[config.mk]
export PLATFORM = sky130hd
export DESIGN_NAME = lici_round_cell
export DESIGN_NICKNAME = d
export VERILOG_FILES = /design/src/hdl/lici_pkg.sv /design/src/hdl/lici_round_cell.sv
export SDC_FILE = /design/constraint.sdc
export NUM_CORES = 1
export LEC_CHECK = 0
export ABC_AREA = 1
export BUFFER_PORTS_ARGS = -buffer_cell sky130_fd_sc_hd__buf_4
export CORE_AREA = 2 2 154 156
export CTS_CLUSTER_SIZE = 28
export DETAILED_ROUTE_END_ITERATION = 7
export DIE_AREA = 0 0 156 158
export PLACE_DENSITY = 0.72
export SYNTH_ARGS = -nofsm -noshare
export SYNTH_HDL_FRONTEND = slang
export SYNTH_SLANG_ARGS = --single-unit
[constraint.sdc]
create_clock -name clk -period 11.65 [get_ports clk]
set_clock_uncertainty 0.1 [all_clocks]
set_input_delay 0.5825 -clock clk [delete_from_list [all_inputs] [get_ports clk]]
set_output_delay 0.5825 -clock clk [all_outputs]
set_load 0.02 [all_outputs]
[src/hdl/lici_pkg.sv]
// Package for the LiCi 64/128 block encryption pipeline.
// Holds widths, round count, config register codes and the S-box functions.
// No dependencies.
package lici_pkg;

  localparam int BLOCK_W     = 64;
  localparam int HALF_W      = 32;
  localparam int KEY_HALF_W  = 64;
  localparam int ROUND_COUNT = 31;
  localparam int RND_W       = 5;
  localparam int KEY_ROT     = 13;
  localparam int CFG_IDX_W   = 2;
  localparam int CFG_DATA_W  = 64;

  localparam logic [CFG_IDX_W-1:0] CFG_KEY_HIGH = 2'd0;
  localparam logic [CFG_IDX_W-1:0] CFG_KEY_LOW  = 2'd1;

  typedef logic [HALF_W-1:0]     half_t;
  typedef logic [KEY_HALF_W-1:0] key_half_t;
  typedef logic [RND_W-1:0]      rnd_t;

  typedef struct packed {
    half_t     left;
    half_t     right;
    key_half_t kh;
    key_half_t kl;
  } lici_state_t;

  function automatic logic [3:0] sub_nib(input logic [3:0] n);
    logic [3:0] r;
    unique case (n)
      4'h0: r = 4'h3;
      4'h1: r = 4'hf;
      4'h2: r = 4'he;
      4'h3: r = 4'h1;
      4'h4: r = 4'h0;
      4'h5: r = 4'ha;
      4'h6: r = 4'h5;
      4'h7: r = 4'h8;
      4'h8: r = 4'hc;
      4'h9: r = 4'h4;
      4'ha: r = 4'hb;
      4'hb: r = 4'h2;
      4'hc: r = 4'h9;
      4'hd: r = 4'h7;
      4'he: r = 4'h6;
      default: r = 4'hd;
    endcase
    return r;
  endfunction

  function automatic half_t sub_word(input half_t w);
    half_t r;
    for (int n = 0; n < HALF_W / 4; n++) begin
      r[n*4 +: 4] = sub_nib(w[n*4 +: 4]);
    end
    return r;
  endfunction

endpackage

[src/hdl/lici_round_cell.sv]
// One LiCi round plus one key schedule step, registered, with valid/ready.
// Depends on lici_pkg for the state struct and the S-box.
module lici_round_cell import lici_pkg::*; (
  input  logic        clk,
  input  logic        rst_n,
  input  rnd_t        rnd,
  input  logic        up_valid,
  output logic        up_ready,
  input  lici_state_t up_state,
  output logic        dn_valid,
  input  logic        dn_ready,
  output lici_state_t dn_state
);

  logic        valid_r;
  lici_state_t state_r;
  lici_state_t state_nxt;
  half_t       s;
  half_t       nl;
  half_t       nr;
  key_half_t   kl_rot;
  key_half_t   kh_rot;
  key_half_t   kl_sub;

  always_comb begin
    s      = sub_word(up_state.left);
    nl     = up_state.right ^ s ^ up_state.kl[HALF_W-1:0];
    nl     = {nl[HALF_W-4:0], nl[HALF_W-1 -: 3]};
    nr     = s ^ nl ^ up_state.kl[KEY_HALF_W-1:HALF_W];
    nr     = {nr[6:0], nr[HALF_W-1:7]};
    kl_rot = {up_state.kl[KEY_HALF_W-KEY_ROT-1:0], up_state.kh[KEY_HALF_W-1 -: KEY_ROT]};
    kh_rot = {up_state.kh[KEY_HALF_W-KEY_ROT-1:0], up_state.kl[KEY_HALF_W-1 -: KEY_ROT]};
    kl_sub = {kl_rot[KEY_HALF_W-1:8], sub_nib(kl_rot[7:4]), sub_nib(kl_rot[3:0])};
    kl_sub[KEY_HALF_W-1 -: RND_W] = kl_sub[KEY_HALF_W-1 -: RND_W] ^ rnd;
    state_nxt.left  = nl;
    state_nxt.right = nr;
    state_nxt.kh    = kh_rot;
    state_nxt.kl    = kl_sub;
  end

  assign up_ready = !valid_r || dn_ready;
  assign dn_valid = valid_r;
  assign dn_state = state_r;

  always_ff @(posedge clk) begin
    if (!rst_n) begin
      valid_r <= 1'b0;
    end else if (up_ready) begin
      valid_r <= up_valid;
    end
  end

  always_ff @(posedge clk) begin
    if (up_ready && up_valid) begin
      state_r <= state_nxt;
    end
  end

endmodule

==> impl_metrics.env, run 1 <==
export IMPL_outcome="complete, no violations"
export IMPL_io_buffer_count=394
export IMPL_power_mw=1.85
export IMPL_synthDominantAreaCellType="edfxtp_1"
export IMPL_postPlaceCellArea_um2=13200
export IMPL_cts_sinks=193
export IMPL_grt_overflow_total=0
export IMPL_fmax_ghz=0.386
export IMPL_synth_avg_cell_area_um2=9.68
export IMPL_hpwl_um=20700
export IMPL_grt_setup_unrepaired="false"
export IMPL_post_route_util_pct=59.6
export IMPL_yosysWarnings=0
export IMPL_netlist_instances=1017
export IMPL_holdWs_ns=0.222
export IMPL_clk_path_buf_depth=2
export IMPL_power_leakage_nw=6.68
export IMPL_worst_slew_margin_rel_pct=25.0
export IMPL_root_buffer="clkbuf_16"
export IMPL_start_util_pct=42.7
export IMPL_tns_ns=0
export IMPL_area_growth_pct=39.5
export IMPL_power_density_nw_per_um2=135
export IMPL_cp_cell_sequence="a21oi_4, buf_4"
export IMPL_critPathRequiredTime_ns=11.60
export IMPL_arrival_ns=2.54
export IMPL_final_cell_area_um2=13700
export IMPL_vias=8326
export IMPL_setup_viol_count_final=0
export IMPL_worst_setup_path_type="register to register"
export IMPL_grt_usage_pct=20.1
export IMPL_pre_cts_ws_ns=8.68
export IMPL_tightest_slew_ns=1.12
export IMPL_dieArea_um2=24600
export IMPL_cts_tree="done"
export IMPL_core_um2=23100
export IMPL_worst_slack_ns=9.06
export IMPL_start_kind="register"
export IMPL_first_iter_violations=383
export IMPL_hold_class="primary input to register"
export IMPL_syn_nets=1248
export IMPL_hold_buffers=0
export IMPL_grt_max_degree=85
export IMPL_routedWlPerCell_um=15.0
export IMPL_clk_latency_ns=0.42
export IMPL_worst_path_max_fanout=83
export IMPL_cp_slowest_cell="buf_4"
export IMPL_ys_seq_area_share_pct=58.7
export IMPL_antenna_left=0
export IMPL_post_drt_via_cell_ratio=4.81
export IMPL_slew_viol_final=0
export IMPL_grt_pass1_vias=7554
export IMPL_cp_slowest_stage_delay_ns=0.92
export IMPL_cts_made_buffers=17
export IMPL_synth_cell_types=24
export IMPL_path_clk_slew_ns=0.08
export IMPL_ir_worst_vdd_uv=81.5
export IMPL_maxCapViolations=0
export IMPL_antenna_found_initial=2
export IMPL_drive_above_1_share_pct=33.0
export IMPL_syn_area_um2=9850
export IMPL_drc_errors=0
export IMPL_ys_ff_latch=193
export IMPL_ioPinCount=395
export IMPL_dieWidth_um=156
export IMPL_grt_pass1_wl_um=38100
export IMPL_place_congestion=0.833
export IMPL_fp_dieH_um=158
export IMPL_cts_resized=0
export IMPL_synth_area_leaders="edfxtp_1 59%, nand2_1 14%, nand3_1 6.5%, inv_1 4.3%, ha_1 3.8%"
export IMPL_rows=56
export IMPL_nets=1658
export IMPL_cts_setup_buffers=0
export IMPL_cp_end_kind="register"
export IMPL_first_pass_iters=5
export IMPL_finalCriticalPeriod_ns=2.59
export IMPL_htree_levels=4
export IMPL_period_share_pct=22.2
export IMPL_placedCellCount=1698
export IMPL_routed_wl_um=26000
export IMPL_yosysTopAreaCellShare_pct=58.5
export IMPL_layoutNonFillerInstCount=1731
export IMPL_hold_viol_final=0
## Yosys cell counts
cell type  instances
a21boi_0           1
a21oi_1            3
buf_4              4
clkbuf_1           1
dfxtp_1            1
edfxtp_1         192
ha_1              30
inv_1            112
inv_2             14
inv_4              1
nand2_1          373
nand2_2           22
nand2_4            1
nand3_1          128
nand3_2            5
nand3b_1          35
nand4_1            2
nor2_1            12
o211ai_1           3
o211ai_2           4
o21ai_0           29
o21ai_1            3
xnor2_1           23
xor2_1            18
## flip-flops by register name, summed over array words and instances (netlist names)
register  count
dn_valid      1
dn_state    192
## report_power, final
| group | switching (mW) | internal, mW |
|---|---|---|
| Clock | 0.287 | 0.284 |
| Sequential | 0.0155 | 0.837 |
| Combinational | 0.254 | 0.175 |
| Total | 0.556 | 1.30 |
## final timing paths
path	slack (ns)	endpoint	startpoint	depth (start not counted)
hold / removal	0.22	dn_state[8]	up_state[123]	1
setup / recovery	9.06	dn_state[44]	dn_valid	2
setup reg to reg	9.06	dn_state[44]	dn_valid	2
hold reg to reg	0.49	dn_valid	dn_valid	2
## worst max-delay path, delay by kind of cell, from the launching register on
family          cells  cell delay (ns)
flops               1             0.36
compound gates      1             0.69
buf+inv             1             0.92
## routing by layer
layer / global-route usage, % / up-vias / part of all wire [%] / routed length (um)
met1: 22.1 / 3806 / 38 / 9930
met5: 0 / - / 0 / 0
li1: - / 4211 / - / -
met2: 37.2 / 267 / 53 / 13700
met3: 4.30 / 42 / 5.9 / 1520
met4: 9.48 / 0 / 3.1 / 806
## cells by family after synthesis
group / count (synthesis) / share of synthesized area, %
AOI/OAI and AO/OA: 43 / 2.59
and+or+nand+nor: 578 / 26.0
DFF: 193 / 58.7
buffers and inverters: 132 / 5.21
xor gates and xnor gates: 41 / 3.65
adders and majority gates: 30 / 3.81
## cell usage in the layout (no fill, tap or decap), drive strengths merged, types with 3 or more instances in the layout
cell,instances
o211ai,7
clkinv,5
clkbuf,17
xor2,18
nor2,12
buf,396
inv,134
nand3b,35
nand3,133
a21oi,3
o21ai,32
nand2,396
edfxtp,192
ha,30
xnor2,23
## cell type report
cell class | count | area (um2)
fillers | 1974 | 9320
flip-flops and latches | 193 | 5790
multi-input cells | 692 | 3560
repair buffers | 396 | 2970
inverters | 127 | 479
clock buffers | 17 | 425
well taps | 290 | 363
clock inverters | 14 | 143
diodes | 2 | 5.00
Note: power is estimated with default switching activity, not from simulation.
==> run 2, diff against run 1 <==
- clock period: 11.65 -> 2.6 ns (I/O delays scaled with it)
==> run 2 against run 1 <==
Maximum frequency increased by 55%. Largest cell class unchanged. Global-route usage increased by 2.2 points. Cell area grew 10%. Critical path type unchanged. Routed wire length rose by 10%. Register-to-register slack got worse by 8.1 ns. Sequential power grew to 4.5 times the previous value. Final cell count is 7.7% higher. Die area did not move. Via count increased by 8.1%. Non-clock buffer count increased by 134. Sequential share of layout area is 3.9 points lower. Count of clock-buffer cells in the layout unchanged.
==> impl_metrics.env, run 2 (synthesis gave the netlist of run 1 again) <==
export IMPL_clkPwrFrac_pct=31.2
export IMPL_power_density_nw_per_um2=571
export IMPL_setup_viol_count_final=0
export IMPL_ir_worst_vdd_uv=418
export IMPL_outcome="complete, no violations"
export IMPL_tightest_slew_ns=0.595
export IMPL_layout_common_cells="394 x buf_4, 373 x nand2_1, 192 x edfxtp_1, 132 x dlygate4sd3_1, 128 x nand3_1"
export IMPL_layoutNonFillerInstCount=1864
export IMPL_grt_pass1_wl_um=42700
export IMPL_multi_input_comb_area_um2=3560
export IMPL_worst_path_max_fanout=47
export IMPL_fp_dieH_um=158
export IMPL_cts_setup_buffers=0
export IMPL_hold_class="primary input to register"
export IMPL_r2r_setup_slack_ns=0.93
export IMPL_worstReg2RegStart="dn_valid"
export IMPL_r2r_end="dn_state[168]"
export IMPL_maxCapViolations=0
export IMPL_final_common_cell="buf_4"
export IMPL_routed_wl_um=28700
export IMPL_first_iter_violations=544
export IMPL_hold_buffers=132
export IMPL_dieArea_um2=24600
export IMPL_placedCellCount=1700
export IMPL_root_buffer="clkbuf_16"
export IMPL_antenna_left=0
export IMPL_drc_errors=0
export IMPL_clk_path_buf_depth=2
export IMPL_critPathRequiredTime_ns=2.60
export IMPL_start_kind="register"
export IMPL_whs_path_depth=5
export IMPL_routedWlPerCell_um=15.4
export IMPL_hold_viol_final=0
export IMPL_rr_worst_depth=2
export IMPL_arrival_ns=1.67
export IMPL_cts_resized=0
export IMPL_diodes=0
export IMPL_io_buffer_count=394
export IMPL_cp_end_kind="register"
export IMPL_hpwl_um=20900
export IMPL_start_util_pct=42.7
export IMPL_vias=9004
export IMPL_worst_setup_path_type="register to register"
export IMPL_cts_tree="done"
export IMPL_worst_slew_margin_rel_pct=60.2
export IMPL_path_clk_slew_ns=0.09
export IMPL_seqPwrFrac_pct=44.2
export IMPL_place_congestion=0.920
export IMPL_grt_pass1_vias=8631
export IMPL_holdWs_ns=0.0199
export IMPL_first_pass_iters=5
export IMPL_critPathTopFamily="compound AO/OA/AOI/OAI gates"
export IMPL_intPower_mw=6.00
export IMPL_nets=1792
export IMPL_swShare_pct=30.7
export IMPL_path_buf_inv=1
export IMPL_rows=56
export IMPL_fillers=1758
export IMPL_comb_power_share_pct=24.6
export IMPL_slew_viol_final=0
export IMPL_tns_ns=0
export IMPL_largest_reg_flops=192
export IMPL_period_share_pct=64.2
export IMPL_clk_latency_ns=0.43
export IMPL_pre_cts_ws_ns=0.907
export IMPL_dieWidth_um=156
export IMPL_post_drt_via_cell_ratio=4.83
export IMPL_cts_sinks=193
export IMPL_min_from="up_state[50]"
export IMPL_finalCriticalPeriod_ns=1.67
export IMPL_antenna_found_initial=0
export IMPL_core_um2=23100
export IMPL_cp_slowest_cell="a21oi_4"
export IMPL_cts_made_buffers=17
export IMPL_grt_setup_unrepaired="false"
export IMPL_whs_endpoint="dn_state[139]"
export IMPL_htree_levels=4
export IMPL_seq_area_um2=5790
export IMPL_fmax_ghz=0.599
export IMPL_grt_usage_pct=22.3
export IMPL_p_switching_mw=2.65
export IMPL_drive_above_1_share_pct=30.4
export IMPL_ioPinCount=395
export IMPL_cp_slowest_stage_delay_ns=0.50
export IMPL_worst_slack_ns=0.931
export IMPL_power_leakage_nw=7.28
export IMPL_grt_max_degree=51
export IMPL_cp_cell_sequence="a21oi_4, buf_12"
export IMPL_grt_overflow_total=0
export IMPL_area_growth_pct=53.9
run 2: changes by cell type in the layout (fill, tap and decap cells not counted), sizes merged:
cell,change
dlygate4sd3,+132
buf,+2
clkinvlp,-2
inv,+3
diode,-2
run 2: per-layer routing:
| layer | track usage [%] | up-vias | part of all wire (%) |
|---|---|---|---|
| met5 | 0 | - | 0 |
| met4 | 10.1 | 0 | 3.7 |
| met3 | 5.15 | 58 | 6.3 |
| met2 | 41.5 | 304 | 53 |
| met1 | 24.1 | 4156 | 37 |
| li1 | - | 4486 | - |
run 2: worst max-delay path by stage:
| stage | from | endpoint | slack, ns | depth (start not counted) |
|---|---|---|---|---|
| 3_3_place_gp | dn_valid | dn_state[140] | 0.96 | 2 |
| 3_5_place_dp | up_state[176] | dn_state[143] | 0.91 | 13 |
| 6_report | dn_valid | dn_state[168] | 0.93 | 2 |
| 2_1_floorplan | dn_valid | dn_state[0] | -1.46 | 1 |
| 5_1_grt | dn_valid | dn_state[180] | 0.88 | 2 |
| 4_1_cts | dn_valid | dn_state[182] | 0.92 | 2 |
run 2: layout make-up:
type	instances	share of cell area, %
Clock buffer	17	2.81
Timing Repair Buffer	530	28.8
Multi-Input combinational cell	692	23.5
Clock inverter	15	1.16
Tap cell	290	2.39
Sequential cell	193	38.2
Inverter	127	3.16
run 2: worst min-delay path, stage by stage:
cell	delay, ns
buf_4	0.10
nand2_1	0.07
nand2_1	0.06
nand2_1	0.04
nand2_1	0.04
run 2: per-stage QoR:
stage	instance area, um2	total power, mW	utilization (%)
after detailed placement	13200	5.83	57.4
after global placement	13200	5.78	57.4
after floorplan	9860	4.97	-
after global routing	15200	9.03	65.7
final	15200	8.65	65.7
after CTS	15200	8.69	65.7
run 2: power by group through the flow:
| stage | sequential [mW] | clock [mW] | combinational (mW) |
|---|---|---|---|
| 5_1_grt | 3.84 | 2.86 | 2.33 |
| 3_5_place_dp | 3.88 | 0 | 1.95 |
| 3_3_place_gp | 3.88 | 0 | 1.91 |
| 2_1_floorplan | 4.22 | 0 | 0.750 |
| 6_report | 3.82 | 2.70 | 2.13 |
| 4_1_cts | 3.81 | 2.74 | 2.13 |
==> run 3, diff against run 2 <==
- CORE_AREA: 2 2 154 156 -> 2 2 153 155
- DIE_AREA: 0 0 156 158 -> 0 0 155 157
- PLACE_DENSITY: 0.72 -> 0.76
- clock period: 2.6 -> 1.5 ns (I/O delays scaled with it)
==> run 3 against run 2 <==
Via count rose by 4.2%. Utilization rose by 3.6 points. First-iteration DRC count fell by 16%. Critical path type is now primary input to register. Largest power group unchanged.
==> impl_metrics.env, run 3 (synthesis gave the netlist of run 1 again) <==
export IMPL_dieWidth_um=155
export IMPL_cts_made_buffers=17
export IMPL_io_buffer_count=394
export IMPL_clk_latency_ns=0.44
export IMPL_start_util_pct=43.8
export IMPL_slew_viol_final=0
export IMPL_fp_dieH_um=157
export IMPL_grt_usage_pct=24.1
export IMPL_period_share_pct=98.5
export IMPL_place_congestion=0.847
export IMPL_drc_errors=0
export IMPL_largest_reg_flops=192
export IMPL_ir_worst_vdd_uv=659
export IMPL_grt_max_degree=58
export IMPL_antenna_left=0
export IMPL_clk_path_buf_depth=2
export IMPL_first_pass_iters=7
export IMPL_grt_pass1_wl_um=46000
export IMPL_cts_sinks=193
export IMPL_cp_end_kind="register"
export IMPL_worst_slack_ns=0.0228
export IMPL_start_kind="primary input"
export IMPL_fmax_ghz=0.677
export IMPL_routed_wl_um=30400
export IMPL_pre_cts_ws_ns=-0.101
export IMPL_vias=9385
export IMPL_nets=1840
export IMPL_maxCapViolations=0
export IMPL_path_clk_slew_ns=0.08
export IMPL_worst_path_max_fanout=5
export IMPL_power_leakage_nw=7.53
export IMPL_hpwl_um=21600
export IMPL_worst_setup_path_type="primary input to register"
export IMPL_rows=55
export IMPL_setup_viol_count_final=0
export IMPL_post_route_util_pct=69.4
export IMPL_ioPinCount=395
export IMPL_area_growth_pct=58.5
export IMPL_routedWlPerCell_um=15.9
export IMPL_grt_pass1_vias=9263
export IMPL_dieArea_um2=24300
export IMPL_first_iter_violations=456
export IMPL_outcome="complete, no violations"
export IMPL_final_common_cell="buf_4"
export IMPL_diodes=0
export IMPL_layout_common_cells="421 x buf_4, 373 x nand2_1, 192 x edfxtp_1, 148 x dlygate4sd3_1, 128 x nand3_1"
export IMPL_arrival_ns=1.57
export IMPL_tightest_slew_ns=0.410
export IMPL_post_drt_via_cell_ratio=4.92
export IMPL_hold_viol_final=0
export IMPL_antenna_found_initial=1
export IMPL_cts_tree="done"
export IMPL_root_buffer="clkbuf_16"
export IMPL_grt_overflow_total=0
export IMPL_hold_class="primary input to register"
export IMPL_worst_slew_margin_rel_pct=72.5
export IMPL_critPathRequiredTime_ns=1.59
export IMPL_finalCriticalPeriod_ns=1.48
export IMPL_grt_setup_unrepaired="false"
export IMPL_core_um2=22500
export IMPL_power_density_nw_per_um2=975
export IMPL_htree_levels=4
export IMPL_drive_above_1_share_pct=31.5
-- run 3: cell types whose count changed in the layout (fill, tap and decap cells not counted), sizes merged --
cell,change
dlygate4sd3,+16
clkinv,+4
buf,+31
clkinvlp,+1
inv,-5
dlymetal6s4s,+1
-- run 3: metrics by stage --
| stage | total power [mW] | setup TNS [ns] | hold slack, ns | instances | instance area [um2] |
|---|---|---|---|---|---|
| after global placement | 10.1 | -0.152 | 0.153 | 1725 | 13500 |
| after floorplan | 8.61 | -492.29 | 0.0739 | 1017 | 9860 |
| after global routing | 15.9 | 0 | 0.0427 | 1907 | 15600 |
| after detailed placement | 10.2 | -0.880 | 0.154 | 1725 | 13500 |
| after CTS | 15.3 | 0 | 0.00454 | 1907 | 15600 |
| final | 15.2 | 0 | 0.0184 | 1907 | 15600 |
-- run 3: power breakdown --
| group | switching (mW) | leakage, nW | internal [mW] |
|---|---|---|---|
| combinational | 2.12 | 5.36 | 1.72 |
| clock | 2.45 | 0.296 | 2.30 |
| sequential | 0.146 | 1.87 | 6.50 |
-- run 3: critical path, cell delays in order --
cell and delay [ns]:
dlygate4sd3_1 0.53, buf_4 0.13, inv_1 0.07, nand3_1 0.10
o211ai_1 0.09, dlygate4sd3_1 0.57
-- run 3: cell type report --
cell class              count  area (um2)
fillers                  1580        6890
flip-flops and latches    193        5790
repair buffers            578        4800
multi-input cells         692        3560
inverters                 127         479
clock buffers              17         425
well taps                 285         357
clock inverters            15         200
-- run 3: what timing repair did --
| action | in CTS | in global routing |
|---|---|---|
| hold endpoints to repair | 154 | 0 |
| buffers inserted | 0 | 1 |
| hold buffers | 150 | 0 |
| resized for setup | 0 | 6 |
| endpoints found under the setup margin | 0 | 34 |
-- run 3: final timing paths --
kind                   end  cells past startpoint  slack [ns]          start
max            dn_state[3]                      6        0.02  up_state[118]
min          dn_state[130]                      5        0.02  up_state[134]
max reg2reg   dn_state[62]                      3        0.07       dn_valid
min reg2reg  dn_state[149]                      2        0.72       dn_valid
-- run 3: layer usage --
| layer | global-route usage (%) | vias to the layer above | part of all wire (%) |
|---|---|---|---|
| met5 | 0 | - | 0.043 |
| met3 | 4.71 | 64 | 6.6 |
| li1 | - | 4576 | - |
| met1 | 25.5 | 4354 | 36 |
| met4 | 9.52 | 2 | 3.2 |
| met2 | 46.9 | 389 | 54 |
